**src/rtl/tsp_pkg.sv**
```systemverilog
`timescale 1ns / 1ps
`default_nettype none
// ----------------------------------------------------------------------------
// tsp_pkg
// shared types and constants of the tone sequence player
// ----------------------------------------------------------------------------
package tsp_pkg;

  // default number of melody entries
  localparam int unsigned DefaultTableDepth = 256;

  // width of values handed to the modulo unit
  // (start + 2*duration + depth - 2 always stays below 2**18)
  localparam int unsigned ModW = 18;

  localparam int unsigned NoteW  = 16;
  localparam int unsigned DurW   = 16;
  localparam int unsigned EntryW = NoteW + DurW;

  // item opcodes
  typedef enum logic [2:0] {
    OP_WRITE     = 3'd0,
    OP_PLAY      = 3'd1,
    OP_TICK      = 3'd2,
    OP_ALERT_ON  = 3'd3,
    OP_ALERT_OFF = 3'd4,
    OP_QUERY     = 3'd5
  } tsp_op_e;

  // configuration register indexes
  typedef enum logic [1:0] {
    CFG_LOOP_CODE   = 2'd0,
    CFG_FINISH_CODE = 2'd1,
    CFG_ALERT_NOTE  = 2'd2,
    CFG_SILENT_NOTE = 2'd3
  } tsp_cfg_e;

  localparam logic [15:0] LoopCodeReset   = 16'd65534;
  localparam logic [15:0] FinishCodeReset = 16'd65535;
  localparam logic [15:0] AlertNoteReset  = 16'd1000;
  localparam logic [15:0] SilentNoteReset = 16'd0;

  // sequencer states
  typedef enum logic [2:0] {
    ST_IDLE,
    ST_IDXMOD,
    ST_RD1,
    ST_RD2,
    ST_LOOPMOD,
    ST_EMIT
  } tsp_state_e;

endpackage
`default_nettype wire

```
**src/rtl/tsp_mod.sv**
```systemverilog
`timescale 1ns / 1ps
`default_nettype none
// ----------------------------------------------------------------------------
// tsp_mod
// remainder by the table depth: reciprocal multiply, back multiply and one
// correcting subtract; value, quotient and raw remainder are registered in
// turn, and done_o is raised together with the remainder register
module tsp_mod #(
  parameter int unsigned Depth = tsp_pkg::DefaultTableDepth
) (
  input  wire logic                     clk_i,
  input  wire logic                     rst_ni,
  input  wire logic                     start_i,
  input  wire logic [tsp_pkg::ModW-1:0] value_i,
  output logic                          done_o,
  output logic      [$clog2(Depth)-1:0] rem_o
);
  import tsp_pkg::*;

  localparam int unsigned AW = $clog2(Depth);
  // reciprocal of the depth scaled by 2**ModW, rounded down
  localparam logic [ModW-1:0] Recip  = ModW'((64'd1 << ModW) / Depth);
  localparam logic [ModW-1:0] DepthV = ModW'(Depth);

  logic              st1_q, st2_q, done_q;
  logic [ModW-1:0]   val_q, quot_q, rem_q;
  logic [2*ModW-1:0] prod;
  logic [ModW-1:0]   back;
  logic [ModW-1:0]   rem_fix;

  // quotient estimate is low by at most one, so the remainder is below 2*depth
  assign prod    = {{ModW{1'b0}}, val_q} * {{ModW{1'b0}}, Recip};
  assign back    = ModW'(quot_q * DepthV);
  assign rem_fix = (rem_q >= DepthV) ? rem_q - DepthV : rem_q;

  always_ff @(posedge clk_i or negedge rst_ni) begin
    if (!rst_ni) begin
      st1_q  <= 1'b0;
      st2_q  <= 1'b0;
      done_q <= 1'b0;
    end else begin
      st1_q  <= start_i;
      st2_q  <= st1_q;
      done_q <= st2_q;
    end
  end

  always_ff @(posedge clk_i) begin
    if (start_i) begin
      val_q <= value_i;
    end
    if (st1_q) begin
      quot_q <= prod[2*ModW-1:ModW];
    end
    if (st2_q) begin
      rem_q <= val_q - back;
    end
  end

  assign done_o = done_q;
  assign rem_o  = rem_fix[AW-1:0];

endmodule
`default_nettype wire

```
**config.mk**
```make
export PLATFORM = sky130hd
export DESIGN_NAME = tsp_mod
export DESIGN_NICKNAME = d
export VERILOG_FILES = /design/src/rtl/tsp_pkg.sv /design/src/rtl/tsp_mod.sv
export SDC_FILE = /design/constraint.sdc
export NUM_CORES = 1
export LEC_CHECK = 0
export BUFFER_PORTS_ARGS = -buffer_cell sky130_fd_sc_hd__buf_2
export CORE_AREA = 2 2 39 41
export DETAILED_ROUTE_END_ITERATION = 6
export DIE_AREA = 0 0 41 43
export GPL_TIMING_DRIVEN = 0
export PLACE_DENSITY = 0.81
export SLEW_MARGIN = 5
export SYNTH_ARGS = -nofsm -noshare
export SYNTH_HDL_FRONTEND = slang
export SYNTH_SLANG_ARGS = --single-unit
```
**constraint.sdc**
```tcl
create_clock -name clk_i -period 1.45 [get_ports clk_i]
set_clock_uncertainty 0.1 [all_clocks]
set_input_delay 0.145 -clock clk_i [delete_from_list [all_inputs] [get_ports clk_i]]
set_output_delay 0.145 -clock clk_i [all_outputs]
set_load 0.02 [all_outputs]
```
# [Word level (Yosys, flattened, before mapping)]
# Cells that the tools add are included.
[classes] multipliers=0 bitwise_logic=0 div=0 n_eq_ne=0 order_cmp=1 reduce_logical=0 add_sub_neg=2 mux=1 n_shift=0
[ops] operator="18-bit by 9-bit greater-or-equal comparator with 1-bit output (second input constant)" n=1
[ops] operator="18-bit subtractor" n=1
[ops] operator="8-bit 2-to-1 mux" n=1
[ops] operator="8-bit by 1-bit subtractor with 8-bit output (second input constant)" n=1
[totals] romBits=0 mem_count=0 output_inout_bits=9 wordCells=10 register_bits=49 ram_bits=0 latchBits=0 inputBits=21

# [Depth between registers and ports, before layout]
[depth] ltp_word=2 mapped_depth=0 mapped_depth_nobuf=0

# [Worst setup path after synthesis]
# OpenSTA, ideal clock, no wires.
[synth_path] path_type="register to register" startpoint="reg st2_q" endpoint="reg rem_q[0], enable pin" path_buffers=0 stages_incl_launch_ff=1 setup_time_ps=330 required_time_ps=1020 path_slack_ps=557 arrival_ps=463 cell_sequence="dfrtp_1"
[synth_lines] item="from (decl)" line_no="tsp_mod.sv:25" text="logic st1_q, st2_q, done_q;"
[synth_lines] item="from (signal assigned)" line_no="tsp_mod.sv:43" text="st2_q <= st1_q;"
[synth_lines] item="to (signal assigned)" line_no="tsp_mod.sv:56" text="rem_q <= val_q - back;"
[synth_lines] item="to (decl)" line_no="tsp_mod.sv:26" text="logic [ModW-1:0] val_q, quot_q, rem_q;"
# No word-level cell between the ends.

# [Final worst setup path]
[layout_path] startpoint="reg rem_q[7]" endpoint="out rem_o[7]"
[layout_via] elab_chain_len=2 elab_cells_between_ends=3 classes_between="1 x add/sub; 1 x order compare; 1 x mux"
[layout_rtl] item="18-bit by 9-bit greater-or-equal comparator with 1-bit output or 8-bit by 1-bit subtractor with 8-bit output (tied branches)" line_no="tsp_mod.sv:34" text="assign rem_fix = (rem_q >= DepthV) ? rem_q - DepthV : rem_q;"
[layout_rtl] item="8-bit 2-to-1 mux (*)" line_no="tsp_mod.sv:34"
[layout_rtl] item="to (decl)" line_no="tsp_mod.sv:16" text="output logic [$clog2(Depth)-1:0] rem_o"
# Mark *: on every way between the ends. The rest lies on a longest branch, timed or not.

==> flow_summary.yaml <==
placed_design:
  detailedPlace.worstSlack_ps: 513.2
  place.detailed.instances: 54
  place.gp.congestion: 0.6301
  buffers_on_ports: 19
cells_and_area:
  fillCellCount: 114
  final-instance-count-excl-fill: 68
  n_multi_input_combinational_cell: 0
  num_antenna_cells: 0
  drive_gt1_share_pct: 42.31
  layout.area.seq_um2: 555.5
  area_of_the_multi_input_gates_um2: 0
  area_delta_synth_final_pct: 43.47
  nNetsFinal: 74
sta:
  crit_share_post_route_pct: 73.05
  grt_setup_unrepaired: "false"
  finalMaxSlewViolations: 0
  setup_tns_ps: 0
  tightestPinTransition_ps: 301.5
  fmax_mhz: 944.1
  slew_headroom_pct: 79.90
  finalCriticalPeriod_ps: 1059
  worst_slack_ps: 390.8
  finalHoldViolCount: 0
  setup_viol_count_final: 0
cts:
  tritoncts: "done"
  post_cts.resized_instances: 0
  cts-root-buf: "sky130_fd_sc_hd__clkbuf_4"
  clock_sinks: 19
  postCtsSetupBuffers: 0
  ctsHoldBuffers: 10
  cts_htree_levels: 1
  cts_made_buffers: 3
  max-clock-path-buffers: 2
  clock_latency_ps: 280
  clkTransAtPathRegs_ps: 90
power_and_ir_drop:
  intPower_uw: 779.4
  pwr-share-seq_pct: 67.0
  share_clk_of_total_power_pct: 25.3
  power.density_nw_per_um2: 1211
  netSwitchingFraction_pct: 19.27
  vdd_ir_drop_max_mv: 0.6462
  combinationalPowerShare_pct: 7.8
  p_leak_uw: 0.0003230
  power.net_switching_uw: 186.1
floorplanning:
  std_cell_rows: 14
  die_h_um: 43
  die_area_um2: 1763
  placeableCoreArea_um2: 1384
  ioPinCount: 30
  floorplan.initialDensity_pct: 40.14
  die_width_um: 41
setup_path:
  crit_family: "flip-flops"
  critPathMaxStageDelay_ps: 370
  ff2ff_setup_slack_ps: 500
  critical_path.n_buffers_inverters: 1
  worst_r2r_path_depth: 0
  timing.critical_path.cells: "buf_2"
  worst-setup-path-type: "reg2out"
  critPathSlowestCell: "sky130_fd_sc_hd__edfxtp_1"
  worst_r2r_startpoint: "st2_q"
  worstSetupStartpointType: "flip-flop"
  critical_path.reg2reg.endpoint: "rem_q[6]"
  timing.critical_path.to_type: "output port"
  arrival_ps: 810
  worstPathMaxFanout: 1
  cp.required_ps: 1210
synthesis:
  netlist_area_um2: 555.5
  synthesis_warnings: 0
  synth_cell_types: 2
  ys_seq_area_share_pct: 100.0
  ys_ff_latch: 19
  synthesis.area_per_instance_um2: 29.24
  post_synth_inst_count: 19
  syn-num-nets: 40
drt:
  num_vias: 272
  drt_first_pass_iters: 2
  drt_iter0_drc: 2
  route.detailed.vias_per_inst: 4.000
  detail_route_antenna_nets: 0
  wl_per_cell_um: 9.809
  drc: 0
  route.final.wire_length_um: 667
global_route:
  globalRouteOverflowTotal: 0
  globalRouteTotalUtil_pct: 10.19
  grt_antenna_before_repair: 0
  grt_pass1_vias: 266
  grt_pass1_wl_um: 1069
  maximum_number_of_pins_on_one_net_before_global_route_repair: 11
hold_path:
  hold_path.class: "in2async"
status:
  status: "complete, no violations"
flow_run:
  max-cap-violations: 0
kinds of logic after synthesis:
family / Yosys count / share of synthesized area, %
flops: 19 / 100.0
placed cells by master, fill, tap and decap left out, drive strengths merged:
cell         instances
clkbuf               4
buf                 19
dlygate4sd3         10
edfxtp              16
dfrtp                3
power by group through the flow:
stage          Sequential [uW]  Combinational [uW]  Clock, uW
2_1_floorplan              680                   0          0
3_3_place_gp               658                53.4          0
3_5_place_dp               659                54.4          0
4_1_cts                    647                74.5        252
5_1_grt                    651                80.9        286
6_report                   646                75.1        244
worst max path at each step:
stage,to,depth (start not counted),start,slack [ps]
4_1_cts,rem_o[6],1,rem_q[6],380
5_1_grt,rem_o[7],1,rem_q[7],330
6_report,rem_o[7],1,rem_q[7],390
3_3_place_gp,rem_q[6],0,st2_q,520
2_1_floorplan,rem_q[0],0,st2_q,560
3_5_place_dp,rem_q[6],0,st2_q,510
state kept, by name, summed over array words and instances (netlist names):
signal and count:
st1_q 1, done_o 1, st2_q 1, rem_q 8, val_q 8
metrics by stage:
| stage | util, % | power (uW) | instance area, um^2 | hold WS, ps |
|---|---|---|---|---|
| finish | 57.59 | 965.5 | 797.0 | 84.31 |
| global route | 57.59 | 1018 | 797.0 | 58.38 |
| CTS | 57.59 | 973.3 | 797.0 | 63.12 |
| detailed placement | 48.46 | 713.8 | 670.6 | -157.3 |
| global placement | 48.46 | 711.7 | 670.6 | -159.4 |
| floorplan | - | 680.1 | 555.5 | -250.6 |
area by class of cell:
class	count	area share (%)
clock buffers	4	3.297
flip-flops and latches	19	69.70
well taps	16	2.512
repair buffers	29	24.49
cells in the mapped netlist:
master / n / share of area [%]
sky130_fd_sc_hd__dfrtp_1: 3 / 14
sky130_fd_sc_hd__edfxtp_1: 16 / 86
per-layer routing:
layer	up-vias	track usage, %	part of all wire (%)	wire length [um]
li1	139	-	-	-
met1	115	11.24	42	278
met2	18	13.44	47	315
met3	0	4.712	11	73
met4	0	10.00	0	0
met5	-	0	0	0
Note: power is estimated with default switching activity, not from simulation.
